--- src/tp2cur_pkg.sv ---
// Shared widths, event codes, frame kinds and register indexes for the
// touchpad frame to cursor block. Depends on nothing.
`timescale 1ns / 1ps

package tp2cur_pkg;

  // Field widths of the event, result and configuration channels.
  localparam int TYPE_W      = 16;
  localparam int CODE_W      = 16;
  localparam int VALUE_W     = 32;
  localparam int KIND_W      = 3;
  localparam int SCALE_W     = 24;
  localparam int SCREEN_W    = 16;
  localparam int CFG_INDEX_W = 8;
  localparam int CFG_DATA_W  = 24;

  // Touch position width and scale fraction bits.
  localparam int POS_BITS        = 16;
  localparam int SCALE_FRAC_BITS = 16;

  // Derived datapath widths.
  localparam int CURSOR_W = SCREEN_W + SCALE_FRAC_BITS;
  localparam int DELTA_W  = POS_BITS + 1;
  localparam int PROD_W   = DELTA_W + SCALE_W + 1;
  localparam int SUM_W    = PROD_W + 2;

  // Event types and codes.
  localparam logic [TYPE_W-1:0] TYPE_SYNC = TYPE_W'(0);
  localparam logic [TYPE_W-1:0] TYPE_KEY  = TYPE_W'(1);
  localparam logic [TYPE_W-1:0] TYPE_ABS  = TYPE_W'(3);

  localparam logic [CODE_W-1:0] CODE_REPORT = CODE_W'(0);
  localparam logic [CODE_W-1:0] AXIS_X      = CODE_W'(16'h0000);
  localparam logic [CODE_W-1:0] AXIS_Y      = CODE_W'(16'h0001);
  localparam logic [CODE_W-1:0] AXIS_MT_X   = CODE_W'(16'h0035);
  localparam logic [CODE_W-1:0] AXIS_MT_Y   = CODE_W'(16'h0036);
  localparam logic [CODE_W-1:0] KEY_LEFT    = CODE_W'(16'h0110);
  localparam logic [CODE_W-1:0] KEY_TOUCH   = CODE_W'(16'h014a);

  // Frame kinds.
  localparam logic [KIND_W-1:0] KIND_POS        = KIND_W'(0);
  localparam logic [KIND_W-1:0] KIND_BTN_UP     = KIND_W'(1);
  localparam logic [KIND_W-1:0] KIND_BTN_DOWN   = KIND_W'(2);
  localparam logic [KIND_W-1:0] KIND_TOUCH_UP   = KIND_W'(3);
  localparam logic [KIND_W-1:0] KIND_TOUCH_DOWN = KIND_W'(4);

  // Configuration register indexes.
  localparam logic [CFG_INDEX_W-1:0] CFG_X_SCALE = CFG_INDEX_W'(0);
  localparam logic [CFG_INDEX_W-1:0] CFG_Y_SCALE = CFG_INDEX_W'(1);
  localparam logic [CFG_INDEX_W-1:0] CFG_PANEL_W = CFG_INDEX_W'(2);
  localparam logic [CFG_INDEX_W-1:0] CFG_PANEL_H = CFG_INDEX_W'(3);

  // Register reset values: unity scale and a 1920 by 1080 screen.
  localparam logic [SCALE_W-1:0]  SCALE_RESET   = SCALE_W'(1) << SCALE_FRAC_BITS;
  localparam logic [SCREEN_W-1:0] PANEL_W_RESET = SCREEN_W'(1920);
  localparam logic [SCREEN_W-1:0] PANEL_H_RESET = SCREEN_W'(1080);

  // Limits of the touch position range, sign extended to the event value width.
  localparam logic signed [VALUE_W-1:0] POS_MAX_EXT =
    $signed({{(VALUE_W - POS_BITS + 1){1'b0}}, {(POS_BITS - 1){1'b1}}});
  localparam logic signed [VALUE_W-1:0] POS_MIN_EXT = ~POS_MAX_EXT;

  // Saturate an event value to the signed touch position range.
  function automatic logic signed [POS_BITS-1:0] sat_pos(
    input logic signed [VALUE_W-1:0] v
  );
    logic signed [POS_BITS-1:0] r;
    if (v > POS_MAX_EXT) begin
      r = POS_MAX_EXT[POS_BITS-1:0];
    end else if (v < POS_MIN_EXT) begin
      r = POS_MIN_EXT[POS_BITS-1:0];
    end else begin
      r = v[POS_BITS-1:0];
    end
    return r;
  endfunction

  // Clamp a moved cursor to zero .. screen size in fixed point.
  function automatic logic [CURSOR_W-1:0] clamp_cursor(
    input logic signed [SUM_W-1:0] s,
    input logic [SCREEN_W-1:0]     screen
  );
    logic [CURSOR_W-1:0]     top;
    logic signed [SUM_W-1:0] top_ext;
    logic [CURSOR_W-1:0]     r;
    top     = {screen, {SCALE_FRAC_BITS{1'b0}}};
    top_ext = $signed(SUM_W'(top));
    if (s < $signed(SUM_W'(0))) begin
      r = '0;
    end else if (s > top_ext) begin
      r = top;
    end else begin
      r = s[CURSOR_W-1:0];
    end
    return r;
  endfunction

endpackage

--- src/tp2cur_if.sv ---
// Valid/ready channel interfaces for events, cursor results and register writes.
// Depends on tp2cur_pkg for the field widths.
`timescale 1ns / 1ps

// Input event channel.
interface tp2cur_evt_if;
  logic                                valid;
  logic                                ready;
  logic [tp2cur_pkg::TYPE_W-1:0]       ev_type;
  logic [tp2cur_pkg::CODE_W-1:0]       ev_code;
  logic signed [tp2cur_pkg::VALUE_W-1:0] ev_value;

  modport source (output valid, ev_type, ev_code, ev_value, input ready);
  modport sink (input valid, ev_type, ev_code, ev_value, output ready);
endinterface

// Result channel, one transfer per sync report.
interface tp2cur_res_if;
  logic                                   valid;
  logic                                   ready;
  logic [tp2cur_pkg::KIND_W-1:0]          frame_kind;
  logic signed [tp2cur_pkg::POS_BITS-1:0] touch_x;
  logic signed [tp2cur_pkg::POS_BITS-1:0] touch_y;
  logic [tp2cur_pkg::SCREEN_W-1:0]        cursor_x;
  logic [tp2cur_pkg::SCREEN_W-1:0]        cursor_y;

  modport source (output valid, frame_kind, touch_x, touch_y, cursor_x, cursor_y,
                  input ready);
  modport sink (input valid, frame_kind, touch_x, touch_y, cursor_x, cursor_y,
                output ready);
endinterface

// Register write channel.
interface tp2cur_cfg_if;
  logic                               valid;
  logic                               ready;
  logic [tp2cur_pkg::CFG_INDEX_W-1:0] index;
  logic [tp2cur_pkg::CFG_DATA_W-1:0]  data;

  modport source (output valid, index, data, input ready);
  modport sink (input valid, index, data, output ready);
endinterface

--- src/touchpad_frame_to_cursor.sv ---
// Top level of the touchpad event to cursor converter.
// Depends on tp2cur_pkg and the channel interfaces in tp2cur_if.sv.
`timescale 1ns / 1ps

// The block takes one event per clock cycle while its input is not held, and answers
// every sync report with one result that holds the frame kind, the latched touch
// position and the clamped cursor. An event is registered on transfer and handled in
// the next cycle unless it is a held sync report. The cycle time is set by the
// per-axis path from the touch delta through one 17 by 24 bit multiply, the cursor
// add and the clamp. A new event is still taken while a result waits in the output
// register; only a sync report that meets a full, stalled output register holds the
// input. The user must write the registers (scales unsigned Q8.16, screen size in
// pixels) only while idle; the block itself does not enforce this.
module touchpad_frame_to_cursor (
  input logic         clk,
  input logic         rst,
  tp2cur_evt_if.sink  evt,
  tp2cur_res_if.source res,
  tp2cur_cfg_if.sink  cfg
);

  // Configuration registers.
  logic [tp2cur_pkg::SCALE_W-1:0]  x_scale;
  logic [tp2cur_pkg::SCALE_W-1:0]  y_scale;
  logic [tp2cur_pkg::SCREEN_W-1:0] panel_w;
  logic [tp2cur_pkg::SCREEN_W-1:0] panel_h;

  // Input register.
  logic                                    in_valid;
  logic [tp2cur_pkg::TYPE_W-1:0]           in_type;
  logic [tp2cur_pkg::CODE_W-1:0]           in_code;
  logic signed [tp2cur_pkg::VALUE_W-1:0]   in_value;

  // Frame state.
  logic signed [tp2cur_pkg::POS_BITS-1:0] latched_x;
  logic signed [tp2cur_pkg::POS_BITS-1:0] latched_y;
  logic signed [tp2cur_pkg::POS_BITS-1:0] last_touch_x;
  logic signed [tp2cur_pkg::POS_BITS-1:0] last_touch_y;
  logic [tp2cur_pkg::CURSOR_W-1:0]        cursor_fx;
  logic [tp2cur_pkg::CURSOR_W-1:0]        cursor_fy;
  logic [tp2cur_pkg::KIND_W-1:0]          pending_kind;

  // Output register.
  logic                                   out_valid;
  logic [tp2cur_pkg::KIND_W-1:0]          out_kind;
  logic signed [tp2cur_pkg::POS_BITS-1:0] out_touch_x;
  logic signed [tp2cur_pkg::POS_BITS-1:0] out_touch_y;
  logic [tp2cur_pkg::SCREEN_W-1:0]        out_cursor_x;
  logic [tp2cur_pkg::SCREEN_W-1:0]        out_cursor_y;

  // Datapath signals.
  logic                                   is_sync;
  logic                                   is_abs;
  logic                                   is_key;
  logic                                   out_free;
  logic                                   step;
  logic                                   frame;
  logic                                   key_pressed;
  logic signed [tp2cur_pkg::DELTA_W-1:0]  dx;
  logic signed [tp2cur_pkg::DELTA_W-1:0]  dy;
  logic signed [tp2cur_pkg::PROD_W-1:0]   prod_x;
  logic signed [tp2cur_pkg::PROD_W-1:0]   prod_y;
  logic signed [tp2cur_pkg::SUM_W-1:0]    sum_x;
  logic signed [tp2cur_pkg::SUM_W-1:0]    sum_y;
  logic [tp2cur_pkg::CURSOR_W-1:0]        cursor_fx_next;
  logic [tp2cur_pkg::CURSOR_W-1:0]        cursor_fy_next;
  logic                                   moving;
  logic                                   reload_touch;

  // Register writes are always taken.
  assign cfg.ready = 1'b1;

  always_ff @(posedge clk) begin
    if (rst) begin
      x_scale <= tp2cur_pkg::SCALE_RESET;
      y_scale <= tp2cur_pkg::SCALE_RESET;
      panel_w <= tp2cur_pkg::PANEL_W_RESET;
      panel_h <= tp2cur_pkg::PANEL_H_RESET;
    end else if (cfg.valid) begin
      case (cfg.index)
        tp2cur_pkg::CFG_X_SCALE: x_scale <= cfg.data[tp2cur_pkg::SCALE_W-1:0];
        tp2cur_pkg::CFG_Y_SCALE: y_scale <= cfg.data[tp2cur_pkg::SCALE_W-1:0];
        tp2cur_pkg::CFG_PANEL_W: panel_w <= cfg.data[tp2cur_pkg::SCREEN_W-1:0];
        tp2cur_pkg::CFG_PANEL_H: panel_h <= cfg.data[tp2cur_pkg::SCREEN_W-1:0];
        default: ;
      endcase
    end
  end

  // Event decode and flow control. Only a sync report needs room at the output.
  assign is_sync  = (in_type == tp2cur_pkg::TYPE_SYNC) && (in_code == tp2cur_pkg::CODE_REPORT);
  assign is_abs   = (in_type == tp2cur_pkg::TYPE_ABS);
  assign is_key   = (in_type == tp2cur_pkg::TYPE_KEY);
  assign out_free = !out_valid || res.ready;
  assign step     = in_valid && (!is_sync || out_free);
  assign frame    = step && is_sync;
  assign evt.ready = !in_valid || step;
  assign key_pressed = (in_value != '0);

  // Cursor move: scaled touch delta added to the cursor, then clamped.
  // Frames other than position frames only clamp.
  assign moving       = (pending_kind == tp2cur_pkg::KIND_POS);
  assign reload_touch = moving || (pending_kind == tp2cur_pkg::KIND_TOUCH_DOWN);

  always_comb begin
    dx     = tp2cur_pkg::DELTA_W'(latched_x) - tp2cur_pkg::DELTA_W'(last_touch_x);
    dy     = tp2cur_pkg::DELTA_W'(latched_y) - tp2cur_pkg::DELTA_W'(last_touch_y);
    prod_x = dx * $signed({1'b0, x_scale});
    prod_y = dy * $signed({1'b0, y_scale});
    sum_x  = $signed(tp2cur_pkg::SUM_W'(cursor_fx));
    sum_y  = $signed(tp2cur_pkg::SUM_W'(cursor_fy));
    if (moving) begin
      sum_x = sum_x + tp2cur_pkg::SUM_W'(prod_x);
      sum_y = sum_y + tp2cur_pkg::SUM_W'(prod_y);
    end
    cursor_fx_next = tp2cur_pkg::clamp_cursor(sum_x, panel_w);
    cursor_fy_next = tp2cur_pkg::clamp_cursor(sum_y, panel_h);
  end

  // Input register: loads on every transfer.
  always_ff @(posedge clk) begin
    if (rst) begin
      in_valid <= 1'b0;
    end else if (evt.ready) begin
      in_valid <= evt.valid;
    end
    if (evt.valid && evt.ready) begin
      in_type  <= evt.ev_type;
      in_code  <= evt.ev_code;
      in_value <= evt.ev_value;
    end
  end

  // Frame state update.
  always_ff @(posedge clk) begin
    if (rst) begin
      latched_x    <= '0;
      latched_y    <= '0;
      last_touch_x <= '0;
      last_touch_y <= '0;
      cursor_fx    <= '0;
      cursor_fy    <= '0;
      pending_kind <= tp2cur_pkg::KIND_POS;
    end else if (step) begin
      if (is_abs) begin
        if (in_code == tp2cur_pkg::AXIS_X || in_code == tp2cur_pkg::AXIS_MT_X) begin
          latched_x <= tp2cur_pkg::sat_pos(in_value);
        end else if (in_code == tp2cur_pkg::AXIS_Y || in_code == tp2cur_pkg::AXIS_MT_Y) begin
          latched_y <= tp2cur_pkg::sat_pos(in_value);
        end
      end else if (is_key) begin
        if (in_code == tp2cur_pkg::KEY_LEFT) begin
          pending_kind <= key_pressed ? tp2cur_pkg::KIND_BTN_DOWN : tp2cur_pkg::KIND_BTN_UP;
        end else if (in_code == tp2cur_pkg::KEY_TOUCH) begin
          pending_kind <= key_pressed ? tp2cur_pkg::KIND_TOUCH_DOWN
                                      : tp2cur_pkg::KIND_TOUCH_UP;
        end
      end else if (is_sync) begin
        cursor_fx    <= cursor_fx_next;
        cursor_fy    <= cursor_fy_next;
        pending_kind <= tp2cur_pkg::KIND_POS;
        if (reload_touch) begin
          last_touch_x <= latched_x;
          last_touch_y <= latched_y;
        end
      end
    end
  end

  // Output register: filled by a sync report, emptied by a transfer.
  always_ff @(posedge clk) begin
    if (rst) begin
      out_valid <= 1'b0;
    end else if (frame) begin
      out_valid <= 1'b1;
    end else if (res.ready) begin
      out_valid <= 1'b0;
    end
    if (frame) begin
      out_kind     <= pending_kind;
      out_touch_x  <= latched_x;
      out_touch_y  <= latched_y;
      out_cursor_x <= cursor_fx_next[tp2cur_pkg::SCALE_FRAC_BITS +: tp2cur_pkg::SCREEN_W];
      out_cursor_y <= cursor_fy_next[tp2cur_pkg::SCALE_FRAC_BITS +: tp2cur_pkg::SCREEN_W];
    end
  end

  assign res.valid      = out_valid;
  assign res.frame_kind = out_kind;
  assign res.touch_x    = out_touch_x;
  assign res.touch_y    = out_touch_y;
  assign res.cursor_x   = out_cursor_x;
  assign res.cursor_y   = out_cursor_y;

endmodule
--- src/flat_wrapper.sv ---
// flat-port wrapper written by rule: the top's interface ports become plain ports
module touchpad_frame_to_cursor_flat 
  (clk, rst, evt_valid, evt_ev_type, evt_ev_code, evt_ev_value, evt_ready, res_valid, res_frame_kind, res_touch_x, res_touch_y, res_cursor_x, res_cursor_y, res_ready, cfg_valid, cfg_index, cfg_data, cfg_ready);
  tp2cur_evt_if evt_i ();
  tp2cur_res_if res_i ();
  tp2cur_cfg_if cfg_i ();
  input logic clk;
  input logic rst;
  input wire logic [$bits(evt_i.valid)-1:0] evt_valid;
  input wire logic [$bits(evt_i.ev_type)-1:0] evt_ev_type;
  input wire logic [$bits(evt_i.ev_code)-1:0] evt_ev_code;
  input wire logic [$bits(evt_i.ev_value)-1:0] evt_ev_value;
  output wire logic [$bits(evt_i.ready)-1:0] evt_ready;
  output wire logic [$bits(res_i.valid)-1:0] res_valid;
  output wire logic [$bits(res_i.frame_kind)-1:0] res_frame_kind;
  output wire logic [$bits(res_i.touch_x)-1:0] res_touch_x;
  output wire logic [$bits(res_i.touch_y)-1:0] res_touch_y;
  output wire logic [$bits(res_i.cursor_x)-1:0] res_cursor_x;
  output wire logic [$bits(res_i.cursor_y)-1:0] res_cursor_y;
  input wire logic [$bits(res_i.ready)-1:0] res_ready;
  input wire logic [$bits(cfg_i.valid)-1:0] cfg_valid;
  input wire logic [$bits(cfg_i.index)-1:0] cfg_index;
  input wire logic [$bits(cfg_i.data)-1:0] cfg_data;
  output wire logic [$bits(cfg_i.ready)-1:0] cfg_ready;
  assign evt_i.valid = evt_valid;
  assign evt_i.ev_type = evt_ev_type;
  assign evt_i.ev_code = evt_ev_code;
  assign evt_i.ev_value = evt_ev_value;
  assign evt_ready = evt_i.ready;
  assign res_valid = res_i.valid;
  assign res_frame_kind = res_i.frame_kind;
  assign res_touch_x = res_i.touch_x;
  assign res_touch_y = res_i.touch_y;
  assign res_cursor_x = res_i.cursor_x;
  assign res_cursor_y = res_i.cursor_y;
  assign res_i.ready = res_ready;
  assign cfg_i.valid = cfg_valid;
  assign cfg_i.index = cfg_index;
  assign cfg_i.data = cfg_data;
  assign cfg_ready = cfg_i.ready;
  touchpad_frame_to_cursor u_core (.clk(clk), .rst(rst), .evt(evt_i), .res(res_i), .cfg(cfg_i));
endmodule
--- config.mk ---
export PLATFORM = sky130hd
export DESIGN_NAME = touchpad_frame_to_cursor_flat
export DESIGN_NICKNAME = d
export VERILOG_FILES = /design/src/tp2cur_pkg.sv /design/src/tp2cur_if.sv /design/src/touchpad_frame_to_cursor.sv /design/src/flat_wrapper.sv
export SDC_FILE = /design/constraint.sdc
export NUM_CORES = 2
export LEC_CHECK = 0
export BUFFER_PORTS_ARGS = -buffer_cell sky130_fd_sc_hd__buf_2
export CORE_AREA = 3 3 364 366
export DETAILED_ROUTE_END_ITERATION = 10
export DIE_AREA = 0 0 367 369
export GPL_TIMING_DRIVEN = 0
export PLACE_DENSITY = 0.47
export SLEW_MARGIN = 25
export SYNTH_ARGS = -nofsm -noshare
export SYNTH_HDL_FRONTEND = slang
export SYNTH_SLANG_ARGS = --single-unit
export TNS_END_PERCENT = 1
--- constraint.sdc ---
create_clock -name clk -period 27.7 [get_ports clk]
set_input_delay 6.925 -clock clk [delete_from_list [all_inputs] [get_ports clk]]
set_output_delay 6.925 -clock clk [all_outputs]
set_load 0.005 [all_outputs]
# ---- Word-level counts from Yosys, hierarchy flattened
# Index checks and enable logic that the tools add are counted.
dict set report totals {
  register_bits 344
  inputBits 101
}
dict set report op_classes {
  multipliers 2
  order_cmp 6
  n_mux 16
  bitwise_logic 3
  reduce_logical 29
  eq_ne 12
  add_sub_neg 4
}
# op count
set ops {}
lappend ops {{$mux W32} 4}
lappend ops {{$gt A44 B33 Y1} 2}
lappend ops {{$lt A44 B1 Y1 const B} 2}
lappend ops {{$mux W44} 2}
lappend ops {{$add A33 B42 Y43} 2}
lappend ops {{$mul A17 B25 Y42} 2}
lappend ops {{$sub A16 B16 Y17} 2}
lappend ops {{$eq A16 B1 Y1 const B} 2}
lappend ops {{$eq A16 B6 Y1 const B} 2}
lappend ops {{$eq A16 B9 Y1 const B} 2}
lappend ops {{$gt A32 B16 Y1 const B} 1}
lappend ops {{$logic_not A16 Y1} 2}
lappend ops {{$lt A32 B16 Y1 const B} 1}
lappend ops {{$mux W16} 2}
lappend ops {{$reduce_bool A32 Y1} 1}
lappend ops {{$eq A16 B2 Y1 const B} 1}
lappend ops {{$eq A8 B2 Y1 const B} 2}
lappend ops {{$mux W3} 5}
lappend ops {{$reduce_and A4 Y1} 3}
lappend ops {{$eq A8 B1 Y1 const B} 1}
lappend ops {{$logic_not A8 Y1} 1}
lappend ops {{$reduce_and A2 Y1} 4}
lappend ops {{$logic_or A1 B1 Y1} 6}
lappend ops {{$reduce_and A5 Y1} 1}
lappend ops {{10 further kinds} 19}

# ---- Logic depth before layout (Yosys ltp)
dict set report logic_depth {
  word_depth 7
  ltp_mapped 50
  ltp_nobuf 47
}

# ---- Worst setup path before layout
# Ideal clock, no wire load.
dict set report synth_path {
  path_kind {in2out}
  start {input res_ready}
  end {output evt_ready}
  required_time_ns 20.775
  n_path_buf 0
  arrival_time_ns 7.131
  path_slack_ns 13.644
  cell_stages 2
  cell_sequence {nor2b_1 -> nand2_1}
}
dict set report synth_via {
  elab_chain_cells 4
}
# element line
set synth_rtl {}
lappend synth_rtl {{from (decl)} flat_wrapper.sv:20} ;# input wire logic [$bits(res_i.ready)-1:0] res_ready;
lappend synth_rtl {{$logic_or A1 B1 Y1} touchpad_frame_to_cursor.sv:94} ;# assign out_free = !out_valid || res.ready;
lappend synth_rtl {{$logic_or A1 B1 Y1} touchpad_frame_to_cursor.sv:95} ;# assign step = in_valid && (!is_sync || out_free);
lappend synth_rtl {{$logic_and A1 B1 Y1} touchpad_frame_to_cursor.sv:95}
lappend synth_rtl {{$logic_or A1 B1 Y1} touchpad_frame_to_cursor.sv:97} ;# assign evt.ready = !in_valid || step;
lappend synth_rtl {{to (decl)} flat_wrapper.sv:13} ;# output wire logic [$bits(evt_i.ready)-1:0] evt_ready;
# Every way passes these cells.

# ---- Worst setup path in the final report
dict set report layout_path {
  start {register u_core.latched_y[0] (netlist bit)}
  end {register u_core.out_cursor_y (netlist bit u_core.res.cursor_y[8]) (data pin)}
}
dict set report layout_via {
  elab_chain_cells 7
}
# element line
set layout_rtl {}
lappend layout_rtl {{from (decl)} touchpad_frame_to_cursor.sv:36} ;# logic signed [tp2cur_pkg::POS_BITS-1:0] latched_y;
lappend layout_rtl {{from (signal assigned)} touchpad_frame_to_cursor.sv:149} ;# latched_y <= tp2cur_pkg::sat_pos(in_value);
lappend layout_rtl {{$sub A16 B16 Y17 *} touchpad_frame_to_cursor.sv:107} ;# dy = tp2cur_pkg::DELTA_W'(latched_y) - tp2cur_pkg::DELTA_W'(last_touch_y);
lappend layout_rtl {{$mul A17 B25 Y42 *} touchpad_frame_to_cursor.sv:109} ;# prod_y = dy * $signed({1'b0, y_scale});
lappend layout_rtl {{$add A33 B42 Y43 *} touchpad_frame_to_cursor.sv:114} ;# sum_y = sum_y + tp2cur_pkg::SUM_W'(prod_y);
lappend layout_rtl {{$mux W44 *} touchpad_frame_to_cursor.sv:112} ;# if (moving) begin
lappend layout_rtl {{$gt A44 B33 Y1} tp2cur_pkg.sv:90} ;# end else if (s > top_ext) begin
lappend layout_rtl {{$mux W32} tp2cur_pkg.sv:90}
lappend layout_rtl {{$mux W32 *} tp2cur_pkg.sv:88} ;# if (s < $signed(SUM_W'(0))) begin
lappend layout_rtl {{net u_core.cursor_fy_next (one bit)} touchpad_frame_to_cursor.sv:66} ;# logic [tp2cur_pkg::CURSOR_W-1:0] cursor_fy_next;
lappend layout_rtl {{to (signal assigned)} touchpad_frame_to_cursor.sv:184} ;# out_cursor_y <= cursor_fy_next[tp2cur_pkg::SCALE_FRAC_BITS +: tp2cur_pkg::SCREEN_W];
lappend layout_rtl {{to (decl)} touchpad_frame_to_cursor.sv:49} ;# logic [tp2cur_pkg::SCREEN_W-1:0] out_cursor_y;
# Mark *: on every way through the listed nets, which the timed path passes. The rest lies on a longest branch.
# A chain may end at the register's enable or synchronous reset.

==> results.py <==
metrics = {
    "floorplanning": {
        "starting_density_of_the_core_pct": 34.9,
        "floorplan.die.height_microns": 369,
        "fp.coreArea_sq_mm": 0.129,
        "rows": 132,
        "io_pins": 171,
        "die_x_microns": 367,
        "die-area_sq_mm": 0.135,
    },
    "setup_path": {
        "crit_path_start": "u_core.latched_y[0]",
        "crit_arrival_ps": 15150,
        "endpoint_class_of_the_critical_path": "register",
        "reg2reg_slack_ps": 12810,
        "cp_common_cell": "inv_1",
        "cp_data_required_time_ps": 27960,
        "timing_worst_setup_path_type": "reg2reg",
        "reg2reg_depth": 48,
        "worstSetupEndpoint": "u_core.res.cursor_y[8]",
        "reg2reg_from": "u_core.latched_y[0]",
        "timing.critical_path.from_type": "register",
        "critPathMaxStageDelay_ps": 680,
        "critical-path-slowest-cell": "nor4bb_2",
        "r2r-end": "u_core.res.cursor_y[8]",
        "crit_fanout": 10,
    },
    "clocking": {
        "cts_tree": "done",
        "hold_buffers": 0,
        "cts_inserted_buffers": 39,
        "clock_path_buffers": 3,
        "source_to_sink_clock_delay_at_the_later_pin_of_the_worst_skew_pair_ps": 580,
        "clock_tree.root_cell": "clkbuf_16",
        "cts_setup_buffers": 0,
        "clk_pin_slew_worst_paths_ps": 60,
        "cts-htree-levels": 2,
        "cts_resized": 0,
        "clock_sink_count": 344,
    },
    "global_route": {
        "via_count_of_the_first_global_routing_pass": 36131,
        "antenna_violations_before_repair": 39,
        "first_pass_grt_wire_length_microns": 229000,
        "grt_start_max_net_pins": 49,
        "met2_usage_pct": 35.6,
        "global_route_usage_over_all_layers_pct": 22.5,
        "gr-total-overflow": 0,
        "gr-max-usage-layer": "met2",
        "global_route.usage.met1_pct": 31.5,
        "grtUsageMet3_pct": 5.83,
    },
    "route": {
        "num_vias": 35868,
        "post-route-drc-count": 0,
        "drt_iter0_markers": 2357,
        "drt_first_pass_iters": 6,
        "wirelength_microns": 151000,
        "wl_cell_microns": 21.1,
        "viasPerCell": 5.02,
        "antenna_left": 0,
    },
    "synth": {
        "synthAdderAreaFrac_pct": 42.2,
        "synth_enable_flop_cells": 131,
        "syn_nets": 6328,
        "synth_cell_types": 88,
        "synth.yosys.warnings": 0,
        "synth_mux_area_share_pct": 0.468,
        "netlist_area_sq_mm": 0.0452,
        "post-synth-top-area-fraction_pct": 32.0,
        "synthesized_area_fraction_occupied_by_ao_oa_aoi_and_oai_cells_pct": 9.47,
        "synth_seq_area_share_pct": 18.1,
        "synth.top_cells.by_area": "fa_1 (32%), ha_1 (10%), dfxtp_1 (9.4%)",
        "gate_count_after_technology_mapping": 5136,
        "yosysTopAreaCell": "fa_1",
        "asyncSetResetFlopFracSynth_pct": 0,
        "synth-seq-cells": 344,
        "synth_simple_gate_area_share_pct": 17.7,
        "synth_top_family_by_area": "adder cells",
        "avg_cell_area_syn_sq_um": 8.81,
        "synth_flop_cell": "dfxtp_1",
        "synth-xor-area-share_pct": 1.28,
    },
    "power": {
        "peak_supply_drop_mv": 0.0407,
        "cell_area_power_density_mw_per_mm2": 21.7,
        "leakage_uw": 0.0225,
    },
    "sta": {
        "grt_setup_unrepaired": "no",
        "maxSlewViolCount": 0,
        "finalHoldViolations": 0,
        "slew_headroom_pct": 25.0,
        "min_period_ps": 14890,
        "tightestPinTransition_ps": 1120,
        "post-route-period-util_pct": 53.8,
        "least_setup_slack_across_all_paths_after_layout_ps": 12810,
        "worst_hold_slack_ps": 452,
        "fin_skew_ps": 23.9,
        "fmax_mhz": 67.2,
        "setup-tns-final_ps": 0,
        "setup_violations": 0,
    },
    "job": {
        "cap_violations": 0,
    },
    "finish": {
        "layout_commonest_cell": "inv_1",
        "final_util_pct": 38.5,
        "layout.filler_cells": 13499,
        "post_route_cells_drive_above_1_share_pct": 6.35,
        "finish.instance_area_sq_mm": 0.0499,
        "num-nets-final": 6546,
        "synthToLayoutAreaGrowth_pct": 10.2,
        "layout_common_cells": "inv_1 (1029), nand2_1 (775), fa_1 (724)",
    },
    "outcome": {
        "status": "completed",
    },
    "place": {
        "place.detailed.hpwl_microns": 128000,
        "gp_congestion": 0.876,
        "placed_cell_area_sq_mm": 0.0485,
        "numPortBuffers": 168,
        "detailedPlace.worstSlack_ps": 12820,
    },
    "worst_hold_path": {
        "hold_path_class": "reg2reg",
    },
}
worst min path at each step:
stage	startpoint	endpoint	cells past startpoint
final	u_core.last_touch_y[13]	u_core.last_touch_y[13]	2
after global routing	u_core.last_touch_x[2]	u_core.last_touch_x[2]	2
after CTS	u_core.last_touch_x[10]	u_core.last_touch_x[10]	2
after floorplan	u_core.last_touch_x[10]	u_core.last_touch_x[10]	2
after detailed placement	u_core.last_touch_x[10]	u_core.last_touch_x[10]	2
after global placement	u_core.last_touch_x[3]	u_core.last_touch_x[3]	2
worst max-delay path, delay by kind of cell (launching register included):
kind | cells | cell delay [ps]
AO/OA/AOI/OAI | 16 | 4730
AND/OR/NAND/NOR | 11 | 3280
buffers and inverters | 10 | 1650
flip-flops | 1 | 390
XOR/XNOR | 1 | 170
adder cells (fa/ha/maj) | 10 | 4310
per-layer routing:
metal / wire length [microns] / up-vias
met4: 2370 / 18
met3: 13100 / 121
met1: 67100 / 18166
met2: 67800 / 1019
li1: - / 16544
met5: 122 / -
flip-flops by register name, indices dropped and copies added, names as in the netlist:
signal,count
u_core.latched_x,16
u_core.cursor_fx,32
u_core.latched_y,16
u_core.res.cursor_x,16
u_core.pending_kind,3
u_core.last_touch_x,16
u_core.last_touch_y,16
u_core.res.frame_kind,3
u_core.panel_w,16
u_core.res.cursor_y,16
u_core.in_type,16
u_core.res.touch_x,16
u_core.in_value,32
u_core.panel_h,16
u_core.x_scale,24
u_core.y_scale,24
u_core.cursor_fy,32
u_core.res.touch_y,16
u_core.in_code,16
u_core.in_valid,1
u_core.res.valid,1
where the power goes:
part	total [uW]	internal (uW)	switching, uW
combinational	30.1	9.40	20.7
sequential	536	532	4.40
clock	518	296	222
stage by stage:
stage	total power (uW)	cells
final	1080	7143
after global routing	1120	7126
after CTS	1100	7125
after detailed placement	577	7055
after global placement	576	7046
after floorplan	557	5136
cell type report:
cell class / count / area, sq um / share of cell area, %
clock inverters: 13 / 118 / 0.236
well taps: 1742 / 2180 / 4.37
flip-flops and latches: 344 / 8200 / 16.4
inverters: 1029 / 3860 / 7.75
plain buffers: 252 / 1000 / 2.01
repair buffers: 177 / 983 / 1.97
multi-input cells: 3511 / 32300 / 64.9
clock buffers: 57 / 1130 / 2.28
diodes: 18 / 45.0 / 0.0904
Yosys cell counts, types with 18 or more instances:
library cell	instances
o21a_1	20
xor2_1	26
a311oi_1	19
buf_1	19
edfxtp_1	131
inv_1	1029
xnor2_1	40
and2_1	220
a22o_1	30
mux2i_1	20
fa_1	724
nor2_1	235
nor3_1	47
nand3_1	68
ha_1	367
dfxtp_1	213
or3_1	20
o21ai_0	123
nor4_1	20
clkbuf_1	217
nand2_1	775
a211o_1	18
nand2b_1	23
nand4_1	43
a21o_1	30
nor2b_1	121
a211oi_1	50
and3_1	36
a21oi_1	223
or2_2	24
cell families (layout without fill, tap and decap cells):
| logic type | after synthesis | after routing |
|---|---|---|
| AO/OA/AOI/OAI | 649 | 649 |
| other | 1 | 19 |
| XOR/XNOR | 66 | 66 |
| multiplexers | 21 | 21 |
| adder cells (fa/ha/maj) | 1091 | 1091 |
| buffers and inverters | 1281 | 1528 |
| AND/OR/NAND/NOR | 1683 | 1683 |
| flip-flops | 344 | 344 |
(Power assumes the default switching activity.)
